### src/hdl/ipv4_fragment_planner_unit_defines.svh
// assertion helpers for the fragment planner
`ifndef IPV4_FRAGMENT_PLANNER_UNIT_DEFINES_SVH
`define IPV4_FRAGMENT_PLANNER_UNIT_DEFINES_SVH

`ifndef SYNTHESIS
`define IFP_ASSERT(label, prop, msg) \
  label: assert property (@(posedge clk) disable iff (!rst_n) (prop)) else $error(msg);
`define IFP_ASSERT_NEXT(label, ante, cons, msg) \
  label: assert property (@(posedge clk) disable iff (!rst_n) (ante) |=> (cons)) \
    else $error(msg);
`else
`define IFP_ASSERT(label, prop, msg)
`define IFP_ASSERT_NEXT(label, ante, cons, msg)
`endif

`endif

### src/hdl/ipv4fp_pkg.sv
package ipv4fp_pkg;

  localparam int CSUM_W        = 16;
  localparam int HDR_W         = 160;
  localparam int OUT_DATA_W    = 64;
  localparam int MAX_FRAGS_DEF = 64;

  localparam logic [15:0] MTU_RESET  = 16'd1500;
  localparam logic [15:0] MIN_HDR_B  = 16'd20;
  localparam int          MF_BIT_POS = 13;

  localparam logic [1:0] ST_OK        = 2'd0;
  localparam logic [1:0] ST_SHORT     = 2'd1;
  localparam logic [1:0] ST_MTU_SMALL = 2'd2;
  localparam logic [1:0] ST_BELOW_HDR = 2'd3;

endpackage

### src/hdl/ipv4fp_oc_add.sv
module ipv4fp_oc_add
  import ipv4fp_pkg::*;
(
  input  logic [CSUM_W-1:0] a,
  input  logic [CSUM_W-1:0] b,
  output logic [CSUM_W-1:0] s
);

  logic [CSUM_W:0] raw;

  // ones' complement add, carry wraps round into bit 0
  assign raw = {1'b0, a} + {1'b0, b};
  assign s   = raw[CSUM_W-1:0] + CSUM_W'(raw[CSUM_W]);

endmodule

### src/hdl/ipv4_fragment_planner_unit.sv
// channel | ports                       | contents
// in      | in_tvalid/tready/tdata      | one ipv4 base header plus total length
// out     | out_tvalid/tready/tdata/... | one fragment descriptor per transfer
// cfg     | cfg_wr_en/cfg_wr_data       | mtu in bytes, header included
//
// a packet is set up by accept, checks and 7 adds into the header sum,
// then each fragment takes two passes through the shared ones' complement
// adder and an output step, stretched by any out_tready stall.
// error and pass-through packets go through accept, checks and the output step only.
// in_tready is high only while no packet is in work; reset sets mtu to 1500.
`include "ipv4_fragment_planner_unit_defines.svh"

module ipv4_fragment_planner_unit
  import ipv4fp_pkg::*;
#(
  parameter int MAX_FRAGS = MAX_FRAGS_DEF
) (
  input  logic                  clk,
  input  logic                  rst_n,
  // version_and_length, service_type, packet_length, ident, orig_flags_offset,
  // hop_limit, protocol, orig_checksum, source_address, dest_address
  input  logic                  in_tvalid,
  output logic                  in_tready,
  input  logic [HDR_W-1:0]      in_tdata,
  // frag_offset, frag_length, more_frags, frag_flags_offset,
  // header_checksum, 2 bits zero padding
  output logic                  out_tvalid,
  input  logic                  out_tready,
  output logic [OUT_DATA_W-1:0] out_tdata,
  // status
  output logic [1:0]            out_tuser,
  output logic                  out_tlast,
  input  logic                  cfg_wr_en,
  input  logic [15:0]           cfg_wr_data
);

  localparam int CNT_W = $clog2(MAX_FRAGS + 1);

  typedef enum logic [2:0] {
    S_IDLE, S_CHECK, S_BASE, S_FRAG, S_SUM, S_OUT
  } state_t;

  state_t                 state_r;
  logic [HDR_W-1:0]       hdr_r;
  logic [15:0]            mtu_r;
  logic [15:0]            maxp_r;
  logic [15:0]            remain_r;
  logic [15:0]            offset_r;
  logic [15:0]            chunk_r;
  logic [15:0]            flen_r;
  logic [15:0]            fo_r;
  logic                   mf_r;
  logic [2:0]             widx_r;
  logic [CNT_W-1:0]       count_r;
  logic [CSUM_W-1:0]      base_r;
  logic [CSUM_W-1:0]      sum_r;
  logic                   out_valid_r;
  logic [OUT_DATA_W-1:0]  out_data_r;
  logic [1:0]             out_status_r;
  logic                   out_last_r;

  logic [7:0]  vl;
  logic [15:0] plen;
  logic [15:0] ofo;
  logic [15:0] ock;
  logic [5:0]  hlen;
  logic [15:0] hlen16;
  logic [15:0] mtu_room;
  logic [15:0] maxp;
  logic [15:0] word;
  logic [15:0] chunk;
  logic        mf;
  logic [15:0] flen;
  logic        fin;
  logic [CSUM_W-1:0] add_a;
  logic [CSUM_W-1:0] add_b;
  logic [CSUM_W-1:0] add_s;

  assign vl     = hdr_r[7:0];
  assign plen   = hdr_r[31:16];
  assign ofo    = hdr_r[63:48];
  assign ock    = hdr_r[95:80];
  assign hlen   = {vl[3:0], 2'b00};
  assign hlen16 = {10'd0, hlen};

  assign mtu_room = mtu_r - hlen16;
  assign maxp     = (mtu_r > hlen16) ? (mtu_room & 16'hFFF8) : 16'd0;

  // header words in network byte order
  always_comb begin
    unique case (widx_r)
      3'd0:    word = {hdr_r[7:0], hdr_r[15:8]};
      3'd1:    word = hdr_r[47:32];
      3'd2:    word = {hdr_r[71:64], hdr_r[79:72]};
      3'd3:    word = hdr_r[127:112];
      3'd4:    word = hdr_r[111:96];
      3'd5:    word = hdr_r[159:144];
      default: word = hdr_r[143:128];
    endcase
  end

  assign mf    = remain_r > maxp_r;
  assign chunk = mf ? maxp_r : remain_r;
  assign flen  = hlen16 + chunk;
  assign fin   = !mf_r || (count_r == CNT_W'(MAX_FRAGS - 1));

  // operand selection for the one shared adder
  always_comb begin
    priority case (state_r)
      S_BASE: begin
        add_a = base_r;
        add_b = word;
      end
      S_FRAG: begin
        add_a = base_r;
        add_b = flen;
      end
      default: begin
        add_a = sum_r;
        add_b = fo_r;
      end
    endcase
  end

  ipv4fp_oc_add u_add (
    .a (add_a),
    .b (add_b),
    .s (add_s)
  );

  always_ff @(posedge clk) begin
    if (!rst_n) begin
      state_r     <= S_IDLE;
      out_valid_r <= 1'b0;
      mtu_r       <= MTU_RESET;
      widx_r      <= 3'd0;
      count_r     <= '0;
    end else begin
      if (cfg_wr_en) begin
        mtu_r <= cfg_wr_data;
      end
      unique case (state_r)
        S_IDLE: begin
          if (in_tvalid) begin
            hdr_r   <= in_tdata;
            state_r <= S_CHECK;
          end
        end
        S_CHECK: begin
          out_last_r   <= 1'b1;
          remain_r     <= plen - hlen16;
          maxp_r       <= maxp;
          offset_r     <= '0;
          count_r      <= '0;
          widx_r       <= 3'd0;
          base_r       <= '0;
          if (plen < MIN_HDR_B) begin
            out_data_r   <= '0;
            out_status_r <= ST_SHORT;
            out_valid_r  <= 1'b1;
            state_r      <= S_OUT;
          end else if (plen < hlen16) begin
            out_data_r   <= '0;
            out_status_r <= ST_BELOW_HDR;
            out_valid_r  <= 1'b1;
            state_r      <= S_OUT;
          end else if (plen == hlen16) begin
            // no payload: header goes through untouched
            out_data_r   <= {2'b00, ock, ofo, 1'b0, plen, 13'd0};
            out_status_r <= ST_OK;
            out_valid_r  <= 1'b1;
            state_r      <= S_OUT;
          end else if (maxp == 16'd0) begin
            out_data_r   <= '0;
            out_status_r <= ST_MTU_SMALL;
            out_valid_r  <= 1'b1;
            state_r      <= S_OUT;
          end else begin
            state_r <= S_BASE;
          end
        end
        S_BASE: begin
          base_r <= add_s;
          widx_r <= widx_r + 3'd1;
          if (widx_r == 3'd6) begin
            state_r <= S_FRAG;
          end
        end
        S_FRAG: begin
          sum_r   <= add_s;
          chunk_r <= chunk;
          flen_r  <= flen;
          mf_r    <= mf;
          fo_r    <= {2'b00, mf, offset_r[15:3]};
          state_r <= S_SUM;
        end
        S_SUM: begin
          out_data_r   <= {2'b00, ~add_s, fo_r, mf_r, flen_r, offset_r[15:3]};
          out_status_r <= ST_OK;
          out_last_r   <= fin;
          out_valid_r  <= 1'b1;
          state_r      <= S_OUT;
        end
        default: begin
          if (out_tready) begin
            out_valid_r <= 1'b0;
            offset_r    <= offset_r + chunk_r;
            remain_r    <= remain_r - chunk_r;
            count_r     <= count_r + CNT_W'(1);
            state_r     <= out_last_r ? S_IDLE : S_FRAG;
          end
        end
      endcase
    end
  end

  assign in_tready  = (state_r == S_IDLE);
  assign out_tvalid = out_valid_r;
  assign out_tdata  = out_data_r;
  assign out_tuser  = out_status_r;
  assign out_tlast  = out_last_r;

  `IFP_ASSERT(a_one_side_busy, !(in_tready && out_tvalid), "input taken while result pending")
  `IFP_ASSERT(a_err_is_last, !out_tvalid || out_tuser == ST_OK || out_tlast,
    "error descriptor not marked last")
  `IFP_ASSERT(a_final_is_last, !out_tvalid || out_tdata[29] || out_tlast,
    "descriptor without more fragments not marked last")
  `IFP_ASSERT_NEXT(a_back_to_idle, out_tvalid && out_tready && out_tlast, in_tready,
    "not ready after final descriptor")

endmodule

### config.mk
export PLATFORM = sky130hd
export DESIGN_NAME = ipv4_fragment_planner_unit
export DESIGN_NICKNAME = d
export VERILOG_FILES = /design/src/hdl/ipv4fp_pkg.sv /design/src/hdl/ipv4fp_oc_add.sv /design/src/hdl/ipv4_fragment_planner_unit.sv
export VERILOG_INCLUDE_DIRS = /design/src /design/src/hdl
export SDC_FILE = /design/constraint.sdc
export NUM_CORES = 1
export LEC_CHECK = 0
export BUFFER_PORTS_ARGS = -buffer_cell sky130_fd_sc_hd__buf_4
export CORE_ASPECT_RATIO = 0.8
export CORE_MARGIN = 3
export CORE_UTILIZATION = 62
export DETAILED_ROUTE_END_ITERATION = 8
export GPL_ROUTABILITY_DRIVEN = 0
export HOLD_SLACK_MARGIN = 0.12
export PLACE_DENSITY = 0.85
export SLEW_MARGIN = 20
export SYNTH_ARGS = -nofsm -noshare
export SYNTH_HDL_FRONTEND = slang
export SYNTH_SLANG_ARGS = --single-unit
### constraint.sdc
create_clock -name clk -period 15.8 [get_ports clk]
set_input_delay 1.58 -clock clk [delete_from_list [all_inputs] [get_ports clk]]
set_output_delay 1.58 -clock clk [all_outputs]
set_load 0.02 [all_outputs]
=== After elaboration in Yosys (flattened, before gate mapping) ===
Index checks and enable logic that the tools add are counted.

* Register bits: 384
* Bits in latches: 0
* RAM bits: 0
* Memory bits (read-only): 0
* Input bits: 181
* Output and inout port bits: 69
* Word-level logic and storage cells: 111
* Memories: 0

* $add $sub $neg: 9
* Multiply operators: 0
* Div/mod/pow operators: 0
* $lt $le $gt $ge: 4
* Equality and inequality tests: 15
* Shift-type cells: 0
* Muxes and demuxes: 39
* Bitwise operators: 3
* Reduce and logical (&&, ||, !) cells: 23

{| class="wikitable"
|+ Operators by type and width
! operator !! number
|-
| 64-bit two-way mux || 4
|-
| 16-bit case mux with 2 select lines || 4
|-
| 64-bit case mux with 2 select lines || 1
|-
| 16-bit case mux with 6 select lines || 1
|-
| 16-bit two-way mux || 5
|-
| 16-bit by 6-bit subtractor with 16-bit output || 2
|-
| 3-bit two-way mux || 7
|-
| 16-bit by 16-bit adder with 17-bit output || 1
|-
| 16-bit by 1-bit adder with 16-bit output || 1
|-
| 16-bit adder || 1
|-
| 6-bit by 16-bit adder with 16-bit output || 1
|-
| 16-bit by 6-bit equality test with 1-bit output || 1
|-
| 16-bit > comparator || 1
|-
| 16-bit by 6-bit > comparator with 1-bit output || 1
|-
| 16-bit logical NOT || 1
|-
| 16-bit by 5-bit < comparator with 1-bit output (second input constant) || 1
|-
| 16-bit by 6-bit < comparator with 1-bit output || 1
|-
| 16-bit NOT || 1
|-
| 16-bit subtractor || 1
|-
| 3-bit case mux with 5 select lines || 1
|-
| 3-bit AND reduction || 5
|-
| 7-bit case mux with 2 select lines || 1
|-
| 3-bit by 2-bit equality test with 1-bit output (second input constant) || 4
|-
| 3-bit equality test (second input constant) || 4
|-
| 24 further kinds || 42
|}

=== Depth between registers and ports, before layout ===
* Depth after elaboration: 8
* Mapped depth: 38
* Mapped depth without buffers: 36

=== Modules after synthesis ===
Synthesis repeated with hierarchy kept, for this count alone.

* Cells, all modules: 1487
* Area total of the unflattened synthesis: 18437.7 µm²

{| class="wikitable"
|+ By module, submodules not included
! module !! times used !! cells each !! area each (µm²) !! sequential area each (µm²)
|-
| ipv4_fragment_planner_unit || 1 || 1359 || 17443.0 || 10990.5
|-
| ipv4fp_oc_add || 1 || 128 || 994.7 || 0.0
|}

=== Worst setup path after synthesis ===
Ideal clock, no wire load.

* Kind: reg-to-reg
* From: register remain_r[7]
* To: register out_data_r[60] (netlist: out_tdata[60]) (data pin)
* Setup time: 256 ps
* Data arrival time: 6639 ps
* Data required time: 15544 ps
* Setup slack: 8905 ps
* Cell stages (with the launch flop): 35
* Buffers on the path: 3
* Period minus slack after synthesis: 6895 ps
* Path through: edfxtp_1 > ha_1 > nand4_1 > nor2_1 > nor2_1 > a21boi_0 > a2bb2oi_1 > buf_2 > buf_2 > mux2_2 > ha_1 > nor2b_1 > o21ai_0 > nand2b_1 > o21ai_0 > xnor2_1 > o221a_2 > ha_1 > clkbuf_2 > a21o_1 > or2_2 > o22ai_1 > o21ai_0 > o41ai_2 > nor2b_1 > o21ai_0 > nand2b_1 > ha_1 > ha_1 > nand2_1 > nor4_4 > o2111ai_1 > nor3_2 > xor2_1 > a22o_1

* Longest elaborated chain between the ends: 8

{| class="wikitable"
|+ RTL lines
! item !! RTL line !! RTL
|-
| start: declaration || ipv4_fragment_planner_unit.sv:47 || <nowiki>logic [15:0] remain_r;</nowiki>
|-
| start signal: assignment || ipv4_fragment_planner_unit.sv:151 || <nowiki>remain_r <= plen - hlen16;</nowiki>
|-
| start signal: assignment || ipv4_fragment_planner_unit.sv:208 || <nowiki>remain_r <= remain_r - chunk_r;</nowiki>
|-
| 16-bit > comparator || ipv4_fragment_planner_unit.sv:102 || <nowiki>assign mf = remain_r > maxp_r;</nowiki>
|-
| net mf || ipv4_fragment_planner_unit.sv:72 || <nowiki>logic mf;</nowiki>
|-
| 16-bit two-way mux || ipv4_fragment_planner_unit.sv:103 || <nowiki>assign chunk = mf ? maxp_r : remain_r;</nowiki>
|-
| net chunk[4] || ipv4_fragment_planner_unit.sv:71 || <nowiki>logic [15:0] chunk;</nowiki>
|-
| 6-bit by 16-bit adder with 16-bit output || ipv4_fragment_planner_unit.sv:104 || <nowiki>assign flen = hlen16 + chunk;</nowiki>
|-
| net flen[8] || ipv4_fragment_planner_unit.sv:73 || <nowiki>logic [15:0] flen;</nowiki>
|-
| 16-bit case mux with 2 select lines || ipv4_fragment_planner_unit.sv:109 || <nowiki>priority case (state_r)</nowiki>
|-
| 16-bit by 16-bit adder with 17-bit output || ipv4fp_oc_add.sv:12 || <nowiki>assign raw = {1'b0, a} + {1'b0, b};</nowiki>
|-
| 16-bit by 1-bit adder with 16-bit output || ipv4fp_oc_add.sv:13 || <nowiki>assign s = raw[CSUM_W-1:0] + CSUM_W'(raw[CSUM_W]);</nowiki>
|-
| 16-bit NOT || ipv4_fragment_planner_unit.sv:198 || <nowiki>out_data_r <= {2'b00, ~add_s, fo_r, mf_r, flen_r, offset_r[15:3]};</nowiki>
|-
| 64-bit case mux with 2 select lines || ipv4_fragment_planner_unit.sv:142 || <nowiki>unique case (state_r)</nowiki>
|-
| end signal: assignment || ipv4_fragment_planner_unit.sv:169 || <nowiki>out_data_r <= {2'b00, ock, ofo, 1'b0, plen, 13'd0};</nowiki>
|-
| end signal: assignment || ipv4_fragment_planner_unit.sv:198 ||
|-
| end: declaration || ipv4_fragment_planner_unit.sv:58 || <nowiki>logic [OUT_DATA_W-1:0] out_data_r;</nowiki>
|}

The timed path passes the listed nets, and every way through them passes these cells.
A chain may end at the register's enable or synchronous reset.

=== Final worst setup path ===
* From: register remain_r[15]
* To: register out_data_r[61] (netlist: out_tdata[61]) (data pin)

* Longest elaborated chain between the ends: 8

{| class="wikitable"
|+ RTL lines
! item !! RTL line !! RTL
|-
| 16-bit > comparator || ipv4_fragment_planner_unit.sv:102 ||
|-
| 16-bit two-way mux || ipv4_fragment_planner_unit.sv:103 ||
|-
| net chunk[3] || ipv4_fragment_planner_unit.sv:71 ||
|-
| 6-bit by 16-bit adder with 16-bit output || ipv4_fragment_planner_unit.sv:104 ||
|-
| net flen[7] || ipv4_fragment_planner_unit.sv:73 ||
|-
| 16-bit case mux with 2 select lines || ipv4_fragment_planner_unit.sv:109 ||
|-
| 16-bit by 16-bit adder with 17-bit output || ipv4fp_oc_add.sv:12 ||
|-
| 16-bit by 1-bit adder with 16-bit output || ipv4fp_oc_add.sv:13 ||
|-
| net add_s[15] || ipv4_fragment_planner_unit.sv:77 || <nowiki>logic [CSUM_W-1:0] add_s;</nowiki>
|-
| 16-bit NOT || ipv4_fragment_planner_unit.sv:198 ||
|-
| 64-bit case mux with 2 select lines || ipv4_fragment_planner_unit.sv:142 ||
|}

The timed path passes the listed nets, and every way through them passes these cells.

==> flow_summary.json <==
{
  "hold_path.class": "reg -> reg",
  "finalCritPeriodShare": 0.450,
  "synthMuxAreaShare": 0.0217,
  "period_minus_slack_ns": 7.11,
  "hold_violations": 0,
  "grt_max_degree": 78,
  "ant_nets": 0,
  "port_buffers": 247,
  "dr.pass1.iters": 9,
  "die_h_um": 158,
  "die_w_um": 196,
  "cts_buffers": 37,
  "worstSetupPathType": "reg -> reg",
  "final_cells": 2106,
  "hpwl_um": 33600,
  "synthesis.area_um2": 18000,
  "antenna_found_initial": 2,
  "avgRoutedWirePerCell_um": 22.0,
  "syn2layout_area_growth_pct": 19.3,
  "num_rows": 55,
  "tns_ns": 0,
  "cpPeakStageDelay_ns": 0.43,
  "fin_skew_ns": 0.0241,
  "grt_pass1_vias": 12400,
  "synth_area_leader_cell": "edfxtp_1",
  "drt-total-wl_um": 46300,
  "tightest_slew_ns": 0.970,
  "async_flop_share": 0,
  "p_leak_uw": 0.00835,
  "initial_utilization": 0.632,
  "grt_setup_unrepaired": "no",
  "overflow": 0,
  "synth_cell_types": 79,
  "dp_cells": 2040,
  "worst-endpoint-required_ns": 16.06,
  "synth_flop_cell": "edfxtp_1",
  "synth_top_area_frac": 0.578,
  "status": "finished with violations",
  "drive_gt1_frac": 0.206,
  "clock-sinks": 376,
  "maxSlewViolCount": 0,
  "cts_hold_buf": 0,
  "drt_iter0_markers": 1373,
  "syn_inst": 1460,
  "ys_seq_area_frac": 0.612,
  "yosys_warnings": 0,
  "relSlewSlack": 0.353,
  "track_usage": 0.295,
  "synth_area_per_cell_um2": 12.3,
  "power_uw": 3820,
  "post_cts_buffers": 0,
  "route.vias.total": 12800,
  "synth_edf_count": 346,
  "crit_path_end_kind": "flip-flop",
  "drc": 1,
  "synth_seq_cells": 376,
  "crit_fanout": 10,
  "synth_fa_ha_area_frac": 0.0617,
  "num-nets-final": 1975,
  "synth_area_leaders": "edfxtp_1 58%, ha_1 5.5%, dfxtp_1 3.3%",
  "fin_util": 0.754,
  "max_freq_mhz": 141,
  "synth_compound_area_frac": 0.116,
  "clockBufferDepth": 3,
  "cp.arrival_ns": 7.38,
  "dp_slack_ns": 8.81,
  "coreArea_um2": 28400,
  "clk_pin_slew_worst_paths_ns": 0.06,
  "setup_slack_ns": 8.69,
  "die-area_um2": 31100,
  "grt_pass1_wl_um": 69600,
  "crit_slowest_cell": "edfxtp_1",
  "cts_max_level": 2,
  "num_io_pins": 250,
  "viasPerCell": 6.08,
  "synth_top_family_by_area": "simple AND/OR/NAND/NOR gates",
  "cts-resized-gates": 0,
  "insertion_delay_ns": 0.55,
  "root_buffer": "clkbuf_16",
  "violations": "design-rule violations",
  "drv_cap": 0,
  "ir_drop_uv": 105,
  "power_density_nw_per_um2": 178,
  "synth-simple-area-share": 0.117,
  "setup_viol": 0,
  "synthXorXnorAreaFrac": 0.0413,
  "cts_tree": "yes",
  "start_kind": "flip-flop"
}
[worst paths after layout]
path,startpoint,end,slack [ns],depth (start not counted)
min,offset_r[13]$_SDFFCE_PP0P_,fo_r[10]$_DFFE_PP_,0.50,0
max reg2reg,remain_r[15]$_DFFE_PP_,out_tdata[61]$_DFFE_PP_,8.69,33
max,remain_r[15]$_DFFE_PP_,out_tdata[61]$_DFFE_PP_,8.69,33
min reg2reg,offset_r[13]$_SDFFCE_PP0P_,fo_r[10]$_DFFE_PP_,0.50,0
[metrics by stage]
step | hold slack (ns) | instance area (µm²)
4_1_cts | 0.509 | 21400
3_3_place_gp | 0.475 | 20300
3_5_place_dp | 0.489 | 20300
5_1_grt | 0.531 | 21400
2_1_floorplan | 0.446 | 18000
6_report | 0.503 | 21400
[placed cells by master, fill, tap and decap left out, types with 21 or more instances in the layout]
cell type and n:
nor2_1 126, nand3_1 28, o21ai_0 57, and2_1 37
a22o_1 21, clkbuf_16 39, nor3_1 25, nand2_1 121
inv_1 90, buf_4 264, ha_1 79, a21oi_1 64
dfxtp_1 30, edfxtp_1 346, mux2i_1 31, xnor2_1 55
xor2_1 27
[cell usage after synthesis, types with 5 or more instances]
cell / n
fa_1: 6
o221a_2: 5
xnor2_1: 55
a22o_1: 21
a221oi_1: 8
and2_1: 37
nor3_1: 27
and3_1: 6
o211ai_1: 7
nor2b_1: 21
mux2_2: 7
a211oi_1: 13
nand2_1: 121
nand3_1: 28
a21oi_1: 64
o21a_1: 7
o22ai_1: 9
ha_1: 79
or2_2: 5
a221o_1: 5
a21o_1: 20
inv_1: 90
a21boi_0: 7
or3_1: 11
buf_1: 6
or4_1: 5
nor4_1: 6
o21ai_0: 57
o31ai_1: 7
nor2_1: 128
dfxtp_1: 30
a31oi_1: 9
nand2b_1: 11
a211o_1: 6
a222oi_1: 15
xor2_1: 27
edfxtp_1: 346
clkbuf_1: 44
a22oi_1: 6
mux2i_1: 31
nand4_1: 9
[logic make-up (layout without fill, tap and decap cells)]
family                     Yosys count  count (layout)
AOI/OAI and AO/OA                  297             297
DFF                                376             376
other                                1               3
adders and majority gates           85              85
xor gates and xnor gates            83              83
and+or+nand+nor                    434             434
buffers and inverters              146             420
muxes                               38              38
[sequential cells by signal, indices dropped and copies added (netlist names)]
register and flops:
widx_r 3, sum_r 16, out_tuser 2, mtu_r 16, hdr_r 160, out_tlast 1
out_tdata 62, out_tvalid 1, maxp_r 13, state_r 3, mf_r 1, count_r 7
offset_r 16, base_r 16, fo_r 13, chunk_r 16, flen_r 14, remain_r 16
[worst max-delay path: cells and delay by family, from the launching register on]
kind / cells / cell delay, ns
compound gates: 13 / 2.53
xor+xnor: 2 / 0.46
fa+ha+maj: 4 / 1.18
buf+inv: 1 / 0.08
flops: 1 / 0.43
simple gates: 13 / 2.17
[report_power, final]
| part | internal [µW] | switching [µW] | leakage, µW |
|---|---|---|---|
| registers | 1360 | 98.5 | 0.00344 |
| logic | 558 | 929 | 0.00434 |
| clock network | 504 | 366 | 0.000576 |
[per-layer routing]
layer | vias up | track usage | part of all wire
li1 | 5910 | - | -
met1 | 6069 | 0.407 | 0.41
met2 | 733 | 0.454 | 0.44
met3 | 98 | 0.0789 | 0.11
met4 | 2 | 0.117 | 0.036
met5 | - | 0 | 0.00022
[layout make-up]
type | instances | area (µm²)
flip-flops and latches | 376 | 11000
fillers | 1768 | 6980
multi-input cells | 939 | 6480
repair buffers | 264 | 1980
clock buffers | 50 | 1020
well taps | 370 | 463
inverters | 91 | 342
clock inverters | 15 | 165
diodes | 1 | 2.50
Note: power is estimated with default switching activity, not from simulation.
